--- src/rtl/rbwf_pkg.sv ---
`default_nettype none

package rbwf_pkg;

	// Fixed field widths of the pixel, result and configuration channels.
	localparam int FUNC_W   = 1;
	localparam int TIDX_W   = 10;
	localparam int TVAL_W   = 17;
	localparam int CHAN8_W  = 8;
	localparam int COLOR_W  = 24;
	localparam int SIG_W    = 32;
	localparam int GAIN_W   = 17;
	localparam int CUSED_W  = 2;
	localparam int CIDX_W   = 1;
	localparam int CDATA_W  = 17;

	// Weight table holds one entry per summed colour distance.
	localparam int TAB_DEPTH = 769;

	// Q16.16 one and the rounding offset for a 16-bit right shift.
	localparam logic [GAIN_W-1:0] ONE_Q16   = 17'd65536;
	localparam int                HALF_Q16  = 32768;

	// Register reset values.
	localparam logic [GAIN_W-1:0]  GAIN_RESET  = 17'd52429;
	localparam logic [CUSED_W-1:0] CUSED_RESET = 2'd3;

	// Register indexes of the configuration port.
	localparam logic [CIDX_W-1:0] REG_SPREAD_GAIN   = 1'b0;
	localparam logic [CIDX_W-1:0] REG_CHANNELS_USED = 1'b1;

	// Request function codes.
	localparam logic [FUNC_W-1:0] FUNC_TABLE = 1'b0;
	localparam logic [FUNC_W-1:0] FUNC_PIXEL = 1'b1;

	// Bit-serial divider: 49-bit numerator, one quotient bit per cycle.
	localparam int DIV_STEPS = 49;
	localparam int DIV_CW    = 6;

	// Commands from the controller to the datapath.
	typedef struct packed {
		logic load_pix;
		logic load_tab;
		logic rd0;
		logic rd1;
		logic lookup;
		logic gk;
		logic mul;
		logic add;
		logic drd;
		logic dload;
		logic diter;
		logic dout;
		logic pass2;
		logic bwd;
		logic first;
		logic last;
	} rbwf_cmd_t;

endpackage

`default_nettype wire

--- src/rtl/rbwf_ctrl.sv ---
`default_nettype none

module rbwf_ctrl #(
	parameter int SIDE = 7
) (
	input  wire logic                          clk,
	input  wire logic                          arst_n,
	input  wire logic                          in_valid,
	input  wire logic [rbwf_pkg::FUNC_W-1:0]   in_func,
	input  wire logic                          in_last,
	output logic                               in_ready,
	input  wire logic                          out_busy,
	output rbwf_pkg::rbwf_cmd_t                cmd,
	output logic      [$clog2(SIDE*SIDE)-1:0]  addr,
	output logic      [$clog2(SIDE*SIDE)-1:0]  nbr,
	output logic      [$clog2(SIDE)-1:0]       pos,
	output logic      [$clog2(SIDE*SIDE)-1:0]  load_addr
);

	localparam int WIN = SIDE * SIDE;
	localparam int AW  = $clog2(WIN);
	localparam int PW  = $clog2(SIDE);
	localparam int CW  = $clog2(WIN + 1);

	localparam logic [PW-1:0] POS_LAST  = PW'(SIDE - 1);
	localparam logic [AW-1:0] WIN_LAST  = AW'(WIN - 1);
	localparam logic [AW-1:0] SIDE_A    = AW'(SIDE);
	localparam logic [CW-1:0] LOAD_FULL = CW'(WIN);
	localparam logic [rbwf_pkg::DIV_CW-1:0] BIT_LAST = rbwf_pkg::DIV_CW'(rbwf_pkg::DIV_STEPS - 1);

	localparam logic [3:0] S_IDLE  = 4'd0;
	localparam logic [3:0] S_RD0   = 4'd1;
	localparam logic [3:0] S_RD1   = 4'd2;
	localparam logic [3:0] S_DIST  = 4'd3;
	localparam logic [3:0] S_GK    = 4'd4;
	localparam logic [3:0] S_MUL   = 4'd5;
	localparam logic [3:0] S_ADD   = 4'd6;
	localparam logic [3:0] S_DRD   = 4'd7;
	localparam logic [3:0] S_DLOAD = 4'd8;
	localparam logic [3:0] S_DITER = 4'd9;
	localparam logic [3:0] S_DWAIT = 4'd10;
	localparam logic [3:0] S_DOUT  = 4'd11;

	logic [3:0]                   state_q;
	logic                         pass2_q, bwd_q;
	logic [PW-1:0]                line_q, pos_q;
	logic [AW-1:0]                elem_q;
	logic [rbwf_pkg::DIV_CW-1:0]  bit_q;
	logic [CW-1:0]                load_q;

	logic accept, first;
	logic [AW-1:0] idx, step, line_a, pos_a;

	assign in_ready = (state_q == S_IDLE);
	assign accept   = in_ready && in_valid;

	// Element index of the current sweep position and its recursion neighbor.
	always_comb begin
		line_a = AW'(line_q);
		pos_a  = AW'(pos_q);
		if (pass2_q) begin
			idx  = AW'(line_a * SIDE_A + pos_a);
			step = AW'(1);
		end else begin
			idx  = AW'(line_a + pos_a * SIDE_A);
			step = SIDE_A;
		end
		first = bwd_q ? (pos_q == POS_LAST) : (pos_q == '0);
		if (first) begin
			nbr = idx;
		end else if (bwd_q) begin
			nbr = idx + step;
		end else begin
			nbr = idx - step;
		end
		if (state_q == S_DRD || state_q == S_DLOAD || state_q == S_DITER ||
			state_q == S_DWAIT || state_q == S_DOUT) begin
			addr = elem_q;
		end else begin
			addr = idx;
		end
	end

	assign pos       = pos_q;
	assign load_addr = load_q[AW-1:0];

	// Command decode.
	always_comb begin
		cmd          = '0;
		cmd.load_pix = accept && (in_func == rbwf_pkg::FUNC_PIXEL) && (load_q < LOAD_FULL);
		cmd.load_tab = accept && (in_func == rbwf_pkg::FUNC_TABLE);
		cmd.rd0      = (state_q == S_RD0);
		cmd.rd1      = (state_q == S_RD1);
		cmd.lookup   = (state_q == S_DIST);
		cmd.gk       = (state_q == S_GK);
		cmd.mul      = (state_q == S_MUL);
		cmd.add      = (state_q == S_ADD);
		cmd.drd      = (state_q == S_DRD);
		cmd.dload    = (state_q == S_DLOAD);
		cmd.diter    = (state_q == S_DITER);
		cmd.dout     = (state_q == S_DOUT);
		cmd.pass2    = pass2_q;
		cmd.bwd      = bwd_q;
		cmd.first    = first;
		cmd.last     = (elem_q == WIN_LAST);
	end

	// Sequencer: load, four sweeps of element steps, then divide and emit.
	always_ff @(posedge clk or negedge arst_n) begin
		if (!arst_n) begin
			state_q <= S_IDLE;
			pass2_q <= 1'b0;
			bwd_q   <= 1'b0;
			line_q  <= '0;
			pos_q   <= '0;
			elem_q  <= '0;
			bit_q   <= '0;
			load_q  <= '0;
		end else begin
			unique case (state_q)
				S_IDLE: begin
					if (cmd.load_pix) begin
						load_q <= load_q + CW'(1);
					end
					if (accept && in_func == rbwf_pkg::FUNC_PIXEL && in_last) begin
						load_q  <= '0;
						pass2_q <= 1'b0;
						bwd_q   <= 1'b0;
						line_q  <= '0;
						pos_q   <= '0;
						state_q <= S_RD0;
					end
				end
				S_RD0:  state_q <= S_RD1;
				S_RD1:  state_q <= S_DIST;
				S_DIST: state_q <= S_GK;
				S_GK:   state_q <= S_MUL;
				S_MUL:  state_q <= S_ADD;
				S_ADD: begin
					state_q <= S_RD0;
					if (!bwd_q) begin
						if (pos_q == POS_LAST) begin
							bwd_q <= 1'b1;
						end else begin
							pos_q <= pos_q + PW'(1);
						end
					end else if (pos_q != '0) begin
						pos_q <= pos_q - PW'(1);
					end else begin
						bwd_q <= 1'b0;
						if (line_q != POS_LAST) begin
							line_q <= line_q + PW'(1);
						end else begin
							line_q <= '0;
							if (!pass2_q) begin
								pass2_q <= 1'b1;
							end else begin
								elem_q  <= '0;
								state_q <= S_DRD;
							end
						end
					end
				end
				S_DRD:   state_q <= S_DLOAD;
				S_DLOAD: begin
					bit_q   <= '0;
					state_q <= S_DITER;
				end
				S_DITER: begin
					bit_q <= bit_q + rbwf_pkg::DIV_CW'(1);
					if (bit_q == BIT_LAST) begin
						state_q <= S_DWAIT;
					end
				end
				S_DWAIT: begin
					if (!out_busy) begin
						state_q <= S_DOUT;
					end
				end
				S_DOUT: begin
					if (elem_q == WIN_LAST) begin
						state_q <= S_IDLE;
					end else begin
						elem_q  <= elem_q + AW'(1);
						state_q <= S_DRD;
					end
				end
				default: state_q <= S_IDLE;
			endcase
		end
	end

endmodule

`default_nettype wire

--- config.mk ---
export PLATFORM = sky130hd
export DESIGN_NAME = rbwf_ctrl
export DESIGN_NICKNAME = d
export VERILOG_FILES = /design/src/rtl/rbwf_pkg.sv /design/src/rtl/rbwf_ctrl.sv
export SDC_FILE = /design/constraint.sdc
export NUM_CORES = 1
export LEC_CHECK = 0
export BUFFER_PORTS_ARGS = -buffer_cell sky130_fd_sc_hd__buf_2
export CAP_MARGIN = 15
export CORE_MARGIN = 10
export CORE_UTILIZATION = 35
export DETAILED_ROUTE_END_ITERATION = 12
export PLACE_DENSITY = 0.53
export SLEW_MARGIN = 20
export SYNTH_ARGS = -nofsm -noshare
export SYNTH_HDL_FRONTEND = slang
export SYNTH_SLANG_ARGS = --single-unit
--- constraint.sdc ---
create_clock -name clk -period 3.9 [get_ports clk]
set_input_delay 0.195 -clock clk [delete_from_list [all_inputs] [get_ports clk]]
set_output_delay 0.195 -clock clk [all_outputs]
set_load 0.01 [all_outputs]
Word-level counts from Yosys, hierarchy flattened
Index checks and enable logic that the tools add are counted.

Word-level logic and storage cells: 112. Input bits: 6. Register bits: 30. Output and inout port bits: 38.

$mul: 2. Reductions and logical operators: 23. Bitwise logic cells: 1. Muxes and demuxes: 42. Add/sub/neg operators: 10. Equal/unequal tests: 25. Magnitude comparators: 1.

Operators by type and width (number): two-way mux 6 bit (11); case mux 4 bit (12 select lines) (1); two-way mux 3 bit (13); case mux 6 bit (2 select lines) (2); adder 6 x 1 -> 6 bit (second input constant) (3); equality test 4 x 3 -> 1 bit (second input constant) (4); equality test 4 bit (second input constant) (4); equality test 6 bit (second input constant) (2); multiplier 3 x 3 -> 6 bit (second input constant) (2); two-way mux 4 bit (3); case mux 3 bit (2 select lines) (2); equality test 4 x 2 -> 1 bit (second input constant) (2); two-way mux 1 bit (8); inequality test 2 x 1 -> 1 bit (second input constant) (4); inequality test 2 bit (second input constant) (4); AND reduction 4 bit (2); nonzero test 2 bit (4); adder 3 x 1 -> 3 bit (second input constant) (2); adder 3 x 6 -> 6 bit (1); adder 6 x 3 -> 6 bit (1); adder 6 bit (1); < comparator 6 bit (second input constant) (1); inequality test 3 bit (second input constant) (2); AND reduction 6 bit (1); other kinds (15) (24).

Longest topological paths before layout
Gate-level depths: netlist of run 1.

Word-level depth: 6. Depth in mapped cells: 15. Mapped depth without buffers: 15.

Worst setup path before layout of run 1
No wires, ideal clock.

Kind: register -> output. From: reg pos_q[1], in the netlist pos[1]. To: out nbr[5]. Arrival time: 3.578 ns. Buffers on the path: 0. Stages on the path, launching flop included: 14. Slack: 0.127 ns. Required time: 3.705 ns. Cell sequence: dfrtp_1 fa_1 inv_1 fa_1 fa_1 xnor2_1 nor2_1 a21oi_1 ha_1 o21ai_0 o21bai_1 a2111oi_0 a31oi_1 xnor2_1.

Longest elaborated chain between the ends: 6. Elaborated cells on any way between the ends: 11. Classes of those cells: add/sub: 4; mul: 1; eq/ne: 1; mux: 4; reduce/logical: 1.

RTL lines: start: declaration (line rbwf_ctrl.sv:46) `logic [PW-1:0] line_q, pos_q;`; start signal: assignment (line rbwf_ctrl.sv:145) `pos_q <= pos_q + PW'(1);`; start signal: assignment (line rbwf_ctrl.sv:148) `pos_q <= pos_q - PW'(1);`; multiplier 3 x 3 -> 6 bit (line rbwf_ctrl.sv:65) `idx = AW'(line_a + pos_a * SIDE_A);`; adder 3 x 6 -> 6 bit (line rbwf_ctrl.sv:65); two-way mux 6 bit (line rbwf_ctrl.sv:61) `if (pass2_q) begin`; subtractor 6 bit or adder 6 bit (tied branches) (line rbwf_ctrl.sv:74, rbwf_ctrl.sv:72); two-way mux 6 bit (line rbwf_ctrl.sv:71) `end else if (bwd_q) begin`; two-way mux 6 bit (*) (line rbwf_ctrl.sv:69) `if (first) begin`; end: declaration (line rbwf_ctrl.sv:15) `output logic [$clog2(SIDE*SIDE)-1:0] nbr,`.

Mark *: on every way between the ends. The rest lies on a longest branch, timed or not.

Worst setup path in the final report of run 1
From: reg pos_q[2], in the netlist pos[2]. To: out nbr[5].

The elaborated chain is that of the path after synthesis.

==> qor.txt, run 1 <==
Via-to-Cell Ratio = 5.02
R2r endpoint = state_q[1]
Met2 Routed Length = 3150 µm
Post-DR wirelength/cell = 15.1 µm
Final net count = 407
Die Area = 11700 µm²
Area of the core = 7650 µm²
Hold violation count in the final report = 0
Crit-path slowest cell = fa_2
Hpwl dp = 5340 µm
RSZ-0062 raised after global routing = yes
# diodes = 0
Net Sw Frac = 46.7%
Post-synth net total = 354
VDD IR max = 0.591 mV
CTS Buf Count = 5
Number of buffers added on ports = 43
Worst Setup EP = nbr[5]
Max Used Layer = met4
CP startpoint kind = flip-flop
H-tree depth = 2
Residual DRC count = 0
I/O Pins = 44
Worst reg-to-reg setup slack = 1600 ps
Met1 Wirelength = 3390 µm
CTS tree = done
Reg clk slew, reported paths = 70 ps
Most used flip-flop cell after synthesis = dfrtp_1
Hold Path Origin = in_last
Max-slew violation count = 0
Commonest cells after routing, fill and taps aside = 43 x buf_2, 30 x inv_1, 30 x ha_1, 30 x dfrtp_1, 26 x o21ai_0
Syn Inst Count = 306
Flop pwr share = 10.1%
Clock Latency Late Sink = 280 ps
Mapped Area = 2730 µm²
EDFF count, synth = 0
Worst-margin pin slew = 990 ps
Avg Inst Size Synth = 8.93 µm²
Final setup fails = 1
Reg area = 751 µm²
Status = complete, but fails checks
GRT Residual Overflow = 0
Required time of the worst setup path = 3700 ps
CTS Root Cell = clkbuf_8
Antenna violations before repair = 0
Failing checks = setup timing
Ys async rst share = 100%
Switching power = 1.67 mW
Leak = 1.56 nW
CP most frequent cell = fa_2
Min setup slack post-route = -69.2 ps
Area Growth Syn to Fin = 20.0%
Starting DRT DRC Count = 80
Clock Skew = 5.07 ps
MaxCap Viol Count = 0
Post-Layout Cell Count = 460
DR pass1 iterations = 4
Post-synth cell types = 51
Internal = 1.90 mW
Yosys Warn Count = 0
Vias = 2307
Hold WC Path Type = input pin to flip-flop
CP max FO = 2
Dpl cells = 449
CP Data Arrival Time = 3770 ps
Post-placement setup slack = 113 ps
Die height = 108 µm
Final WL = 6960 µm
Achievable Freq = 252 MHz
Die span in x = 108 µm
Register bit total from synthesis = 30
Tcrit/Tclk final = 102%
Routed wl met3 = 349 µm
Vias in the first global route = 2368
R2R depth = 5
Worst setup path class = flip-flop to output port
Launching point of the worst reg2reg path = state_q[2]
Share of layout cells above drive strength 1 = 25.7%
TNS Setup = -69.2 ps
Total power = 3.57 mW
Min Tclk post-route = 3970 ps
First-pass GRT wire length = 11500 µm
Largest net degree at the start of global routing = 31
CP startpoint = pos[2]
CTS Sinks = 30
Crit path cell chain = fa_1, inv_2, fa_2, fa_2, mux2i_2, ha_1, o21ai_1, o21bai_2, a2111oi_4, a31oi_1, xnor2_1, buf_2
Row count = 32
Clk network pwr share = 7.1%
Post-DRT Antenna Nets = 0
Setup crit end kind = output port
Power per Cell Area = 1090 nW/µm²
Max incr delay on CP = 560 ps
Footprint of the multi-input gates = 1850 µm²
Most common cell after layout, fill and taps aside = buf_2
Initial Utilization = 35.7%
Combinational Power Share = 82.8%
Sequential area share after synthesis = 27.5%
GRT Overall Usage = 12.1%
FILL cells = 793
GPL Wtd Cong = 0.828
Relative slew slack = 34.0%
Clock buffer depth = 2
repair_timing:
item,4_1_cts,5_1_grt
endpoints found under the setup margin,1,3
gates resized for setup,9,11
buffers inserted,4,0
hold buffers,1,0
hold endpoints to repair,30,0
pin swaps,6,9
power groups by stage:
stage | clock network, mW | registers (mW) | logic [mW]
4_1_cts | 0.261 | 0.361 | 2.78
3_3_place_gp | 0 | 0.366 | 2.46
2_1_floorplan | 0 | 0.406 | 1.57
3_5_place_dp | 0 | 0.368 | 2.48
6_report | 0.253 | 0.361 | 2.96
5_1_grt | 0.277 | 0.364 | 3.29
cells by family after synthesis:
family | synth area share, %
flip-flops | 27.5
AND/OR/NAND/NOR | 18.1
XOR/XNOR | 5.77
AO/OA/AOI/OAI | 15.4
buffers and inverters | 7.65
adder cells (fa/ha/maj) | 22.0
multiplexers | 3.53
critical path, delay by kind of cell, from the launching register on:
family                   cells  cell delay (ps)
buffers and inverters        2              190
XOR/XNOR                     1              160
AO/OA/AOI/OAI                4              710
flip-flops                   1              400
adder cells (fa/ha/maj)      4             1840
multiplexers                 1              190
metrics by stage:
stage / utilization [%] / hold WS, ps / instance area (µm²)
after CTS: 42.3 / 343 / 3230
after global routing: 42.9 / 374 / 3280
final: 42.9 / 346 / 3280
after floorplan: - / -101 / 2730
after global placement: 40.2 / 299 / 3080
after detailed placement: 40.2 / 290 / 3080
layout make-up:
class | instances | area share, %
Clock buffer | 6 | 2.52
Inverter | 34 | 3.89
Multi-Input combinational cell | 229 | 56.4
Sequential cell | 30 | 22.9
Tap cell | 102 | 3.89
Timing Repair Buffer | 59 | 10.4
synth_stat cells (all sizes together) (2+ instances only):
cell type	n	area, µm²
inv	34	128
ha	32	400
dfrtp	30	751
o21ai	28	140
nor2	24	92.6
nand2	22	82.6
a21oi	13	65.1
xnor2	11	96.3
fa	10	200
nand3	9	45.0
buf	8	62.6
nor3	8	51.3
xor2	7	61.3
nand2b	6	37.5
nand4	6	37.5
a21o	5	37.5
a31oi	5	31.3
clkbuf	5	18.8
mux2	5	56.3
mux2i	4	40.0
a221o	2	20.0
a22o	2	17.5
and3	2	12.5
nor2b	2	12.5
nor3b	2	20.0
o211ai	2	15.0
o21bai	2	15.0
o22ai	2	12.5
or3	2	12.5
sequential cells by signal (all words and copies together) (netlist names):
name / flops
line_q: 3
load_addr: 6
bwd_q: 1
pos: 3
pass2_q: 1
state_q: 4
bit_q: 6
elem_q: 6
per-layer routing:
layer | track usage (%) | up-vias
met1 | 15.9 | 1095
met2 | 19.6 | 43
met5 | 0 | -
met4 | 2.82 | 0
li1 | - | 1163
met3 | 2.80 | 6
worst min path at each step:
| stage | endpoint | slack, ps | cells after the start |
|---|---|---|---|
| after floorplan | bit_q[0] | -100 | 0 |
| after global placement | load_addr[1] | 300 | 1 |
| after detailed placement | load_addr[1] | 290 | 1 |
| after CTS | load_addr[2] | 340 | 4 |
| after global routing | load_addr[4] | 370 | 4 |
| final | load_addr[0] | 350 | 4 |
(Power assumes the default switching activity.)
==> inputs of run 2 (changes only) <==
ABC_AREA = 1   (was default)
RECOVER_POWER = 25   (was default)
==> run 2 against run 1 <==
The run ends with capacitance limit, slew limit left. Count of clock-buffer cells in the layout is the same. Wire length increased by 3.1%. Register-to-register slack improved by 450 ps. Clock skew about the same. Sequential share of layout area shrank 1.6 points.
==> qor.txt, run 2 <==
Simple-gate share of the synthesized area = 28.4%
Final hold slack = 208 ps
Avg Inst Size Synth = 7.46 µm²
Leak = 1.83 nW
I/O Pins = 44
Most frequent cell after synthesis = nand2_1
Share of layout cells above drive strength 1 = 24.2%
Crit-path slowest cell = fa_1
Placed inst area = 3230 µm²
Max-slew violation count = 31
Die span in x = 111 µm
VDD IR max = 0.126 mV
CTS Root Cell = clkbuf_8
Post-DR wirelength/cell = 13.0 µm
Register bit total from synthesis = 30
Residual DRC count = 0
CP startpoint = pos[1]
Die height = 111 µm
Largest net degree at the start of global routing = 31
Syn Inst Count = 388
GPL Wtd Cong = 0.808
Post-placement setup slack = 209 ps
CTS Buf Count = 5
Post-Layout Cell Count = 551
Total power = 570 µW
GRT Overall Usage = 11.2%
Clock Skew = 5.10 ps
Vias in the first global route = 2541
Mapped Area = 2900 µm²
Ys async rst share = 100%
Min Tclk post-route = 3780 ps
Failing checks = capacitance limit, slew limit
Largest family of logic cells by synthesized area = simple AND/OR/NAND/NOR gates
Via-to-Cell Ratio = 4.72
Relative slew slack = -12.3%
FILL cells = 814
Hold WC Path Type = input pin to flip-flop
Number of buffers added on ports = 43
CP startpoint kind = flip-flop
MaxCap Viol Count = 1
Die Area = 12300 µm²
Crit path cell chain = fa_1, inv_2, fa_1, inv_2, ha_4, nand3_4, a21o_1, nand3_2, nand2_2, inv_2, ha_4, nand2_4, inv_1, nand2_2, nand2_2, nor2_1, nor2_1, nor2_1, nand2_1, nand2_1, buf_2
Post-synthesis mux area share = 0.346%
CTS tree = done
Synth Area in XOR/XNOR = 5.45%
Hold Path Origin = out_busy
Max incr delay on CP = 560 ps
Clock Latency Late Sink = 280 ps
Synth top area share = 25.9%
Post-DRT Antenna Nets = 0
Commonest cells after routing, fill and taps aside = 92 x nand2_1, 53 x inv_1, 37 x buf_2
Compound-Gate Fraction of Synth Area = 9.94%
DR pass1 iterations = 4
Sequential area share after synthesis = 25.9%
Min setup slack post-route = 124 ps
Final setup fails = 0
Met2 Track Usage GR = 17.6%
Post-synth cell types = 34
Post-synth top area cell = dfrtp_1
Row count = 33
Dpl cells = 535
Tcrit/Tclk final = 96.8%
Launching point of the worst reg2reg path = load_addr[0]
Most used flip-flop cell after synthesis = dfrtp_1
Post-synthesis adder-cell area fraction = 20.7%
GRT Residual Overflow = 0
Clock buffer depth = 2
Status = complete, but fails checks
Reg clk slew, reported paths = 60 ps
First-pass GRT wire length = 11900 µm
Post-synth top cells = 96 x nand2_1, 58 x inv_1, 34 x nand3_1, 32 x ha_1
# diodes = 0
CP max FO = 3
Yosys Warn Count = 0
Starting DRT DRC Count = 97
Power per Cell Area = 161 nW/µm²
Required time of the worst setup path = 3700 ps
Hold violation count in the final report = 0
Final WL = 7180 µm
Hpwl dp = 5510 µm
CTS Sinks = 30
Critical path's top delay family = adder cells
Worst-margin pin slew = 1690 ps
Met3 GRT Util = 2.71%
EDFF count, synth = 0
Vias = 2603
RSZ-0062 raised after global routing = yes
Footprint of the multi-input gates = 2020 µm²
Most common cell after layout, fill and taps aside = nand2_1
Setup crit end kind = output port
Fin area = 3540 µm²
Area of the core = 8130 µm²
Reg area = 753 µm²
Worst setup path class = flip-flop to output port
H-tree depth = 2
GR peak layer = met2
Grt met1 use = 15.1%
Synth area leaders = dfrtp_1 26%, ha_1 14%, nand2_1 12%
Achievable Freq = 265 MHz
CP Data Arrival Time = 3580 ps
Initial Utilization = 35.6%
Post-synth net total = 436
Final net count = 495
Antenna violations before repair = 0
Area Growth Syn to Fin = 22.4%
Buf/Inv on CP = 5
==> run 2: changes by cell type after synthesis, moves of 6 or more <==
cell,change
inv_1,+24
nand2_1,+74
nand2_2,+6
nand2b_1,-6
nand3_1,+25
nor2_1,+7
nor3_1,-6
o21ai_0,-7
o21ai_2,+6
==> run 2: logic make-up after synthesis <==
| group | count (synthesis) |
|---|---|
| buffers and inverters | 65 |
| adder cells (fa/ha/maj) | 42 |
| AND/OR/NAND/NOR | 183 |
| multiplexers | 1 |
| flip-flops | 30 |
| AO/OA/AOI/OAI | 49 |
| XOR/XNOR | 18 |
==> run 2: worst paths after layout <==
path	to	slack (ps)	cells after the start
worst max register to register	load_addr[4]	2050	7
min in group asynchronous	load_addr[1]	890	2
worst min register to register	load_addr[5]	550	2
max in group asynchronous	pos[0]	1910	2
worst max-delay path	nbr[5]	120	21
worst min-delay path	state_q[1]	210	3
==> run 2: area by class of cell <==
type                            instances  share of cell area [%]
Multi-Input combinational cell        293                    57.1
Timing Repair Buffer                   58                    9.22
Inverter                               59                    6.36
Sequential cell                        30                    21.3
Tap cell                              105                    3.71
Clock buffer                            6                    2.33
==> run 2: repair_timing <==
action,4_1_cts,5_1_grt
hold endpoints to repair,2,0
buffers inserted,3,6
gates resized for setup,4,32
setup endpoints to repair,1,2
pin swaps,0,17
hold buffers,1,0
==> run 2: through the flow <==
step           setup TNS [ps]  util [%]
2_1_floorplan               0         -
3_3_place_gp                0      39.8
3_5_place_dp                0      39.8
4_1_cts                     0      41.4
5_1_grt                 -77.4      43.6
6_report                    0      43.6
==> run 2: power breakdown <==
part / switching, mW / internal (mW)
combinational: 0.00813 / 0.00248
clock: 0.112 / 0.136
sequential: 0 / 0.311
total: 0.120 / 0.450
==> run 2: worst register-to-register path, stage by stage (launching register included) <==
cell and delay (ps):
dfrtp_1 410, inv_1 80, ha_1 190, nand2_1 60, nand3_1 80, o21ai_1 710
nand2_1 150, o21ai_2 90
==> run 2: layer usage <==
metal	vias to the layer above	part of all wire (%)
met5	-	0
met4	0	1.0
met3	8	3.8
met2	48	45
met1	1198	50
li1	1349	-
